--- src/hw/rtl/msb_pkg.sv ---
`timescale 1ns / 1ps
// Shared types for the multi-stack shared buffer: result status codes,
// controller states and the controller-to-datapath command bundle.
// No dependencies.
package msb_pkg;

   localparam logic KIND_PUSH = 1'b0;

   typedef enum logic [1:0] {
      ST_OK        = 2'd0,
      ST_OVERFLOW  = 2'd1,
      ST_UNDERFLOW = 2'd2
   } status_type;

   typedef enum logic [1:0] {
      S_IDLE = 2'b01,
      S_EXEC = 2'b10
   } state_type;

   typedef struct packed {
      logic capture;
      logic execute;
   } cmd_type;

endpackage

--- src/hw/rtl/msb_ram.sv ---
`timescale 1ns / 1ps
// Generic single-write, single-read RAM with registered read data.
// No dependencies.
module msb_ram #(
   parameter int WIDTH = 32,
   parameter int DEPTH = 16
) (
   input  logic                     clock,
   input  logic                     wr_en,
   input  logic [$clog2(DEPTH)-1:0] wr_addr,
   input  logic [WIDTH-1:0]         wr_data,
   input  logic                     rd_en,
   input  logic [$clog2(DEPTH)-1:0] rd_addr,
   output logic [WIDTH-1:0]         rd_data
);

   logic [WIDTH-1:0] mem_ff [DEPTH];
   logic [WIDTH-1:0] rd_data_ff;

   always_ff @(posedge clock) begin
      if (wr_en) begin
         mem_ff[wr_addr] <= wr_data;
      end
      if (rd_en) begin
         rd_data_ff <= mem_ff[rd_addr];
      end
   end

   assign rd_data = rd_data_ff;

endmodule

--- src/hw/rtl/msb_ctrl.sv ---
`timescale 1ns / 1ps
// Sequencer for the multi-stack shared buffer: accept, execute, result valid.
// Depends on msb_pkg.
module msb_ctrl
   import msb_pkg::*;
(
   input  logic    clock,
   input  logic    reset,
   input  logic    req_valid,
   output logic    req_stall,
   output logic    rsp_valid,
   input  logic    rsp_stall,
   output cmd_type cmd
);

   state_type state_ff, state_in;
   logic      rsp_valid_ff, rsp_valid_in;
   logic      out_free;

   always_comb begin
      out_free    = !rsp_valid_ff || !rsp_stall;
      req_stall   = (state_ff != S_IDLE);
      cmd.capture = req_valid && (state_ff == S_IDLE);
      cmd.execute = (state_ff == S_EXEC) && out_free;
      state_in    = state_ff;
      unique case (state_ff)
         S_IDLE: begin
            if (cmd.capture) begin
               state_in = S_EXEC;
            end
         end
         S_EXEC: begin
            if (cmd.execute) begin
               state_in = S_IDLE;
            end
         end
         default: state_in = S_IDLE;
      endcase
      rsp_valid_in = cmd.execute || (rsp_valid_ff && rsp_stall);
   end

   always_ff @(posedge clock) begin
      if (reset) begin
         state_ff     <= S_IDLE;
         rsp_valid_ff <= 1'b0;
      end else begin
         state_ff     <= state_in;
         rsp_valid_ff <= rsp_valid_in;
      end
   end

   assign rsp_valid = rsp_valid_ff;

   a_capture_to_exec: assert property (@(posedge clock) disable iff (reset)
      cmd.capture |=> state_ff == S_EXEC)
      else $error("capture did not enter execute");

   a_execute_shows_result: assert property (@(posedge clock) disable iff (reset)
      cmd.execute |=> rsp_valid_ff)
      else $error("executed item produced no result");

   a_exec_waits: assert property (@(posedge clock) disable iff (reset)
      (state_ff == S_EXEC && !cmd.execute) |=> state_ff == S_EXEC && rsp_valid_ff)
      else $error("execute left while output busy");

endmodule

--- src/hw/rtl/msb_dp.sv ---
`timescale 1ns / 1ps
// Datapath: stack heads, slot occupancy, lowest-free search, value and link RAMs,
// result register. Depends on msb_pkg and msb_ram.
module msb_dp
   import msb_pkg::*;
#(
   parameter int SLOT_COUNT  = 16,
   parameter int STACK_COUNT = 4,
   parameter int VALUE_BITS  = 32
) (
   input  logic               clock,
   input  logic               reset,
   input  cmd_type            cmd,
   input  logic               req_kind,
   input  logic [1:0]         req_stack_id,
   input  logic signed [31:0] req_push_value,
   output logic [1:0]         rsp_status,
   output logic signed [31:0] rsp_popped_value,
   output logic [3:0]         rsp_slot_used_index
);

   localparam int SLOT_W = $clog2(SLOT_COUNT);
   localparam int HEAD_W = SLOT_W + 1;
   localparam int SID_W  = (STACK_COUNT > 1) ? $clog2(STACK_COUNT) : 1;
   localparam logic [HEAD_W-1:0] EMPTY = HEAD_W'(SLOT_COUNT);

   logic [HEAD_W-1:0]     head_ff [STACK_COUNT];
   logic [SLOT_COUNT-1:0] busy_ff, busy_in;

   logic                  kind_ff;
   logic                  sid_ok_ff;
   logic [SID_W-1:0]      sid_idx_ff;
   logic [HEAD_W-1:0]     top_ff;
   logic [VALUE_BITS-1:0] value_ff;

   status_type            status_ff, status_in;
   logic [31:0]           popped_ff, popped_in;
   logic [3:0]            slot_out_ff, slot_out_in;

   logic [SID_W-1:0]      req_sid_idx;
   logic                  req_sid_ok;
   logic [HEAD_W-1:0]     req_top;
   logic signed [63:0]    push_ext;

   logic                  free_found;
   logic [SLOT_W-1:0]     free_idx;
   logic                  push_ok;
   logic                  pop_ok;
   logic                  top_empty;
   logic [HEAD_W-1:0]     slot_pick;

   logic [VALUE_BITS-1:0] val_rd;
   logic [HEAD_W-1:0]     link_rd;
   logic signed [63:0]    pop_ext;

   always_comb begin
      req_sid_idx = SID_W'(req_stack_id);
      req_sid_ok  = (32'(req_stack_id) < STACK_COUNT);
      req_top     = req_sid_ok ? head_ff[req_sid_idx] : EMPTY;
      push_ext    = 64'(req_push_value);
   end

   always_comb begin
      free_found = 1'b0;
      free_idx   = '0;
      for (int i = SLOT_COUNT - 1; i >= 0; i--) begin
         if (!busy_ff[i]) begin
            free_found = 1'b1;
            free_idx   = SLOT_W'(i);
         end
      end
   end

   msb_ram #(.WIDTH(VALUE_BITS), .DEPTH(SLOT_COUNT)) u_value_ram (
      .clock   (clock),
      .wr_en   (cmd.execute && push_ok),
      .wr_addr (free_idx),
      .wr_data (value_ff),
      .rd_en   (cmd.capture),
      .rd_addr (req_top[SLOT_W-1:0]),
      .rd_data (val_rd)
   );

   msb_ram #(.WIDTH(HEAD_W), .DEPTH(SLOT_COUNT)) u_link_ram (
      .clock   (clock),
      .wr_en   (cmd.execute && push_ok),
      .wr_addr (free_idx),
      .wr_data (top_ff),
      .rd_en   (cmd.capture),
      .rd_addr (req_top[SLOT_W-1:0]),
      .rd_data (link_rd)
   );

   always_comb begin
      top_empty = (top_ff == EMPTY);
      push_ok   = (kind_ff == KIND_PUSH) && sid_ok_ff && free_found;
      pop_ok    = (kind_ff != KIND_PUSH) && !top_empty;
      pop_ext   = 64'($signed(val_rd));
      busy_in   = busy_ff;
      if (push_ok) begin
         busy_in[free_idx] = 1'b1;
      end else if (pop_ok) begin
         busy_in[top_ff[SLOT_W-1:0]] = 1'b0;
      end
      priority if (push_ok) begin
         status_in = ST_OK;
         slot_pick = {1'b0, free_idx};
      end else if (pop_ok) begin
         status_in = ST_OK;
         slot_pick = top_ff;
      end else if (kind_ff == KIND_PUSH) begin
         status_in = ST_OVERFLOW;
         slot_pick = '0;
      end else begin
         status_in = ST_UNDERFLOW;
         slot_pick = '0;
      end
      popped_in   = pop_ok ? pop_ext[31:0] : 32'd0;
      slot_out_in = 4'(slot_pick);
   end

   always_ff @(posedge clock) begin
      if (reset) begin
         busy_ff <= '0;
         for (int s = 0; s < STACK_COUNT; s++) begin
            head_ff[s] <= EMPTY;
         end
      end else if (cmd.execute) begin
         busy_ff <= busy_in;
         if (push_ok) begin
            head_ff[sid_idx_ff] <= {1'b0, free_idx};
         end else if (pop_ok) begin
            head_ff[sid_idx_ff] <= link_rd;
         end
      end
   end

   always_ff @(posedge clock) begin
      if (cmd.capture) begin
         kind_ff    <= req_kind;
         sid_ok_ff  <= req_sid_ok;
         sid_idx_ff <= req_sid_idx;
         top_ff     <= req_top;
         value_ff   <= push_ext[VALUE_BITS-1:0];
      end
      if (cmd.execute) begin
         status_ff   <= status_in;
         popped_ff   <= popped_in;
         slot_out_ff <= slot_out_in;
      end
   end

   assign rsp_status          = status_ff;
   assign rsp_popped_value    = popped_ff;
   assign rsp_slot_used_index = slot_out_ff;

   a_push_marks_busy: assert property (@(posedge clock) disable iff (reset)
      (cmd.execute && push_ok) |=> busy_ff[$past(free_idx)])
      else $error("pushed slot not marked busy");

   a_pop_frees_slot: assert property (@(posedge clock) disable iff (reset)
      (cmd.execute && pop_ok) |=> !busy_ff[$past(top_ff[SLOT_W-1:0])])
      else $error("popped slot still busy");

   a_refused_is_zero: assert property (@(posedge clock) disable iff (reset)
      (cmd.execute && !push_ok && !pop_ok)
         |=> status_ff != ST_OK && popped_ff == 32'd0 && slot_out_ff == 4'd0)
      else $error("refused operation returned data");

endmodule

--- src/hw/rtl/multi_stack_shared_buffer.sv ---
`timescale 1ns / 1ps
// Several LIFO stacks sharing one linked slot store.
// Depends on msb_pkg, msb_ctrl, msb_dp (which uses msb_ram).
//
//   channel  direction  payload                                   handshake
//   req_     in         kind, stack_id, push_value                req_valid / req_stall
//   rsp_     out        status, popped_value, slot_used_index     rsp_valid / rsp_stall
//
// Each operation has a read step, which reads the addressed head's value and link
// from the slot RAMs, and an update step, which searches the lowest free slot and
// updates heads, occupancy and RAMs. The result sits in an output register; the next
// request is taken while it waits. Synchronous reset empties all stacks and frees all
// slots at once. A stalled result holds the update step of the following item.
module multi_stack_shared_buffer
   import msb_pkg::*;
#(
   parameter int SLOT_COUNT  = 16,
   parameter int STACK_COUNT = 4,
   parameter int VALUE_BITS  = 32
) (
   input  logic               clock,
   input  logic               reset,
   input  logic               req_valid,
   output logic               req_stall,
   input  logic               req_kind,
   input  logic [1:0]         req_stack_id,
   input  logic signed [31:0] req_push_value,
   output logic               rsp_valid,
   input  logic               rsp_stall,
   output logic [1:0]         rsp_status,
   output logic signed [31:0] rsp_popped_value,
   output logic [3:0]         rsp_slot_used_index
);

   cmd_type cmd;

   msb_ctrl u_ctrl (
      .clock     (clock),
      .reset     (reset),
      .req_valid (req_valid),
      .req_stall (req_stall),
      .rsp_valid (rsp_valid),
      .rsp_stall (rsp_stall),
      .cmd       (cmd)
   );

   msb_dp #(
      .SLOT_COUNT  (SLOT_COUNT),
      .STACK_COUNT (STACK_COUNT),
      .VALUE_BITS  (VALUE_BITS)
   ) u_dp (
      .clock               (clock),
      .reset               (reset),
      .cmd                 (cmd),
      .req_kind            (req_kind),
      .req_stack_id        (req_stack_id),
      .req_push_value      (req_push_value),
      .rsp_status          (rsp_status),
      .rsp_popped_value    (rsp_popped_value),
      .rsp_slot_used_index (rsp_slot_used_index)
   );

endmodule
--- config.mk ---
export PLATFORM = sky130hd
export DESIGN_NAME = multi_stack_shared_buffer
export DESIGN_NICKNAME = d
export VERILOG_FILES = /design/src/hw/rtl/msb_pkg.sv /design/src/hw/rtl/msb_ram.sv /design/src/hw/rtl/msb_ctrl.sv /design/src/hw/rtl/msb_dp.sv /design/src/hw/rtl/multi_stack_shared_buffer.sv
export SDC_FILE = /design/constraint.sdc
export NUM_CORES = 1
export LEC_CHECK = 0
export BUFFER_PORTS_ARGS = -buffer_cell sky130_fd_sc_hd__buf_2
export CORE_MARGIN = 8
export CORE_UTILIZATION = 30
export DETAILED_ROUTE_END_ITERATION = 7
export GPL_ROUTABILITY_DRIVEN = 0
export GPL_TIMING_DRIVEN = 0
export HOLD_SLACK_MARGIN = 0.15
export PLACE_DENSITY = 0.56
export SLEW_MARGIN = 30
export SYNTH_ARGS = -nofsm -noshare
export SYNTH_HDL_FRONTEND = slang
export SYNTH_HIERARCHICAL = 1
export SYNTH_SLANG_ARGS = --single-unit
--- constraint.sdc ---
create_clock -name clock -period 8.6 [get_ports clock]
set_input_delay 0.86 -clock clock [delete_from_list [all_inputs] [get_ports clock]]
set_output_delay 0.86 -clock clock [all_outputs]
set_load 0.02 [all_outputs]
==> results.md <==
- Final Max Tran Viols: 0
- Vias in the first global route: 14470
- Post-synth EDFFs: 727
- Actual slew at the worst max-slew pin: 0.9966 ns
- Reg area: 0.02221 mm^2
- Crit path buffers/inverters: 4
- Area leader, netlist: edfxtp_1
- PortBufs: 78
- Setup Buffers After CTS: 0
- Num CTS Buffers: 78
- Area Growth Syn to Fin: 19.93%
- CP most frequent cell: buf_4
- Worst-skew pair later-pin latency: 0.62 ns
- H-tree levels: 3
- LEAKAGE: 0.01055 uW
- Switching Fraction: 21.08%
- #FFs+latches synth: 746
- Quantity of hold-fixing buffers added after cts: 0
- YS warnings: 6
- Post-synth top flop: edfxtp_1
- CP Cell Sequence: nor2b_1 > o221ai_1 > nand2_1 > a31oi_1 > inv_1 > nor3_2 > buf_4 > buf_4 > buf_4
- Worst R2R Path Depth: 9
- Dpl hpwl: 42270 um
- Fraction of layout cells with a size suffix above 1: 28.61%
- Final wirelength: 63590 um
- Fill cells: 8503
- # DRC: 0
- Vias: 13760
- Slew headroom: 33.56%
- Type of origin of the critical path: flip-flop
- Max Buffers Root-to-Sink: 3
- Outcome: completed
- Post-CTS sizing: 0
- Post-route minimum period: 3.603 ns
- Largest cells by area after synthesis: edfxtp_1 (78%), mux4_2 (12%), a22oi_1 (1.8%)
- Cell Area, Synth: 0.02813 mm^2
- Fin util: 36.21%
- Endpoint class of the critical path: flip-flop
- Clock Power Share: 43.1%
- Int Pwr: 6207 uW
- CP Data Required Time: 8.92 ns
- GR Util All Layers: 12.10%
- Clk sinks: 746
- Die width: 322.2 um
- CTS clk-pin slew, worst paths: 0.06 ns
- Depth of the worst hold-timing path: 1
- Avg Cell Area, Syn: 21.33 um^2
- Die area: 0.1038 mm^2
- Antenna violations before repair: 3
- Top-count cell post-synth: edfxtp_1
- CP Depth: 9
- CP Data Arrival Time: 3.92 ns
- Worst Skew: 0.02296 ns
- Row count: 112
- Kind of critical path: flip-flop to flip-flop
- Psw: 1658 uW
- Top post-synthesis cells by count: edfxtp_1 (727), mux4_2 (153), a22oi_1 (69)
- Combinational power share: 4.7%
- Antenna Nets Post-Route: 0
- WL per Instance: 22.38 um
- Syn nets: 1358
- Vias per inst: 4.841
- Maximum number of pins on one net before global-route repair: 42
- Total iterations of the first detailed-routing run: 5
- RSZ-0062 raised after global routing: no
- Seq/Total Area, Yosys: 78.95%
- Multi-input gate area: 0.005712 mm^2
- CP delay by family, top: buffers and inverters
- Final setup vio count: 0
- Starting Density: 30.19%
- Maxcap violations: 0
- Power per cell area: 233.1 mW/mm^2
- Highest clock rate: 277.5 MHz
- Async SR Flop Fraction: 0%
- Clock root buffer: clkbuf_16
- TritonCTS clock tree: yes
- Final Cycle Share: 41.90%
- First-pass GRT wire length: 94190 um
- Final Hold Viols: 0
- Crit path max-delay cell type: nor3_2
- Worst VDD drop: 0.1578 mV
- Setup Total Neg Slack: 0 ns
- I/O pin count: 79
- Cell variety after synth: 52
- Area share of the largest cell type after synthesis: 77.60%
- NumNets Final: 1566
- Slowest stage delay, CP: 0.72 ns
- Die H: 322.2 um
- Sequential power share: 52.2%
- CP max FO: 18
- DR iter-0 viols: 1145
- Worst min path class: input pin to flip-flop
- Cells after Synth: 1319
- GRT Residual Overflow: 0
- Core area: 0.09319 mm^2
power groups by stage:
stage | Clock (uW) | Sequential (uW) | Combinational [uW]
floorplan | 0 | 4160 | 244
global placement | 0 | 4180 | 369
detailed placement | 0 | 4180 | 379
CTS | 3470 | 4110 | 380
global route | 3600 | 4110 | 404
finish | 3390 | 4100 | 373
final timing paths:
check / from / end / slack [ns]
setup / recovery: u_dp/busy_ff[14]$_SDFFE_PP0P_ / u_dp/u_value_ram/mem_ff[8][15]$_DFFE_PP_ / 5.00
hold / removal: req_push_value[12] / u_dp/value_ff[12]$_DFFE_PP_ / 0.41
setup reg to reg: u_dp/busy_ff[14]$_SDFFE_PP0P_ / u_dp/u_value_ram/mem_ff[8][15]$_DFFE_PP_ / 5.00
hold reg to reg: u_dp/u_value_ram/rd_data[15]$_DFFE_PP_ / u_dp/rsp_popped_value[15]$_SDFFCE_PN0P_ / 0.52
cells by family (layout without fill, tap and decap cells):
logic type,count (synthesis),after routing,synth area share [%]
mux,155,155,12.32
simple gates,221,221,4.047
buf+inv,66,334,1.179
flops,746,746,78.95
other cells,0,1,0
compound gates,131,131,3.505
routing by layer:
| metal | track usage [%] | wire length (um) | vias up |
|---|---|---|---|
| li1 | - | - | 5948 |
| met1 | 16.28 | 27410 | 7299 |
| met2 | 20.35 | 31390 | 429 |
| met3 | 2.318 | 3662 | 82 |
| met4 | 2.672 | 1131 | 0 |
| met5 | 0 | 0 | - |
placed cells by master (no fill, tap or decap), types with 5 or more instances in the layout:
cell       synthesis  routed
o211ai_1          13      13
nand3_1           19      19
nor3_1            13       9
nand2_1           60      60
buf_16             0      27
o21ai_0            7       7
clkbuf_16          0      79
bufinv_16          0      10
nand4_1            6       6
buf_1              9       9
dfxtp_1           19      19
buf_4             12      31
mux4_2           153     153
nand2b_1           9       9
buf_2              7      85
a21oi_1            8       7
edfxtp_1         727     727
nor2_4             0      12
nor2b_1            6       6
inv_1             10       9
clkinv_1           0      15
nor2_1            47      35
and2_1            32      32
clkbuf_1          24      35
nand3b_1           7       7
clkinv_2           0      12
and4_1             5       5
a22oi_1           69      69
buf_6              4       7
o31ai_1           13      13
layout make-up:
type	count	area share, %
plain buffers	56	0.8714
inverters	10	0.1261
flip-flops and latches	746	65.83
diodes	1	0.007416
repair buffers	128	3.927
well taps	1254	4.650
clock buffers	90	5.981
clock inverters	50	1.680
multi-input cells	507	16.93
metrics by stage:
| step | total power (uW) | setup WS [ns] | hold WS (ns) | cells | cell area, um^2 |
|---|---|---|---|---|---|
| global placement | 4550 | -3.462 | 0.4689 | 2651 | 30090 |
| CTS | 7954 | 5.068 | 0.3628 | 2840 | 33730 |
| global route | 8117 | 4.899 | 0.3685 | 2841 | 33740 |
| detailed placement | 4562 | 4.603 | 0.5035 | 2700 | 31140 |
| finish | 7865 | 4.997 | 0.4146 | 2842 | 33740 |
| floorplan | 4408 | 1.844 | 0.4852 | 1319 | 28130 |
state kept, by name, summed over array words and instances, names as in the netlist, 2 cells and up:
| signal | count |
|---|---|
| u_dp/u_value_ram/mem_ff | 512 |
| u_dp/u_link_ram/mem_ff | 80 |
| u_dp/rsp_popped_value | 32 |
| u_dp/u_value_ram/rd_data | 32 |
| u_dp/value_ff | 32 |
| u_dp/head_ff | 20 |
| u_dp/busy_ff | 16 |
| u_dp/top_ff | 5 |
| u_dp/u_link_ram/rd_data | 5 |
| u_dp/rsp_slot_used_index | 4 |
| u_ctrl/state_ff | 2 |
| u_dp/rsp_status | 2 |
| u_dp/sid_idx_ff | 2 |
(Power assumes the default switching activity.)
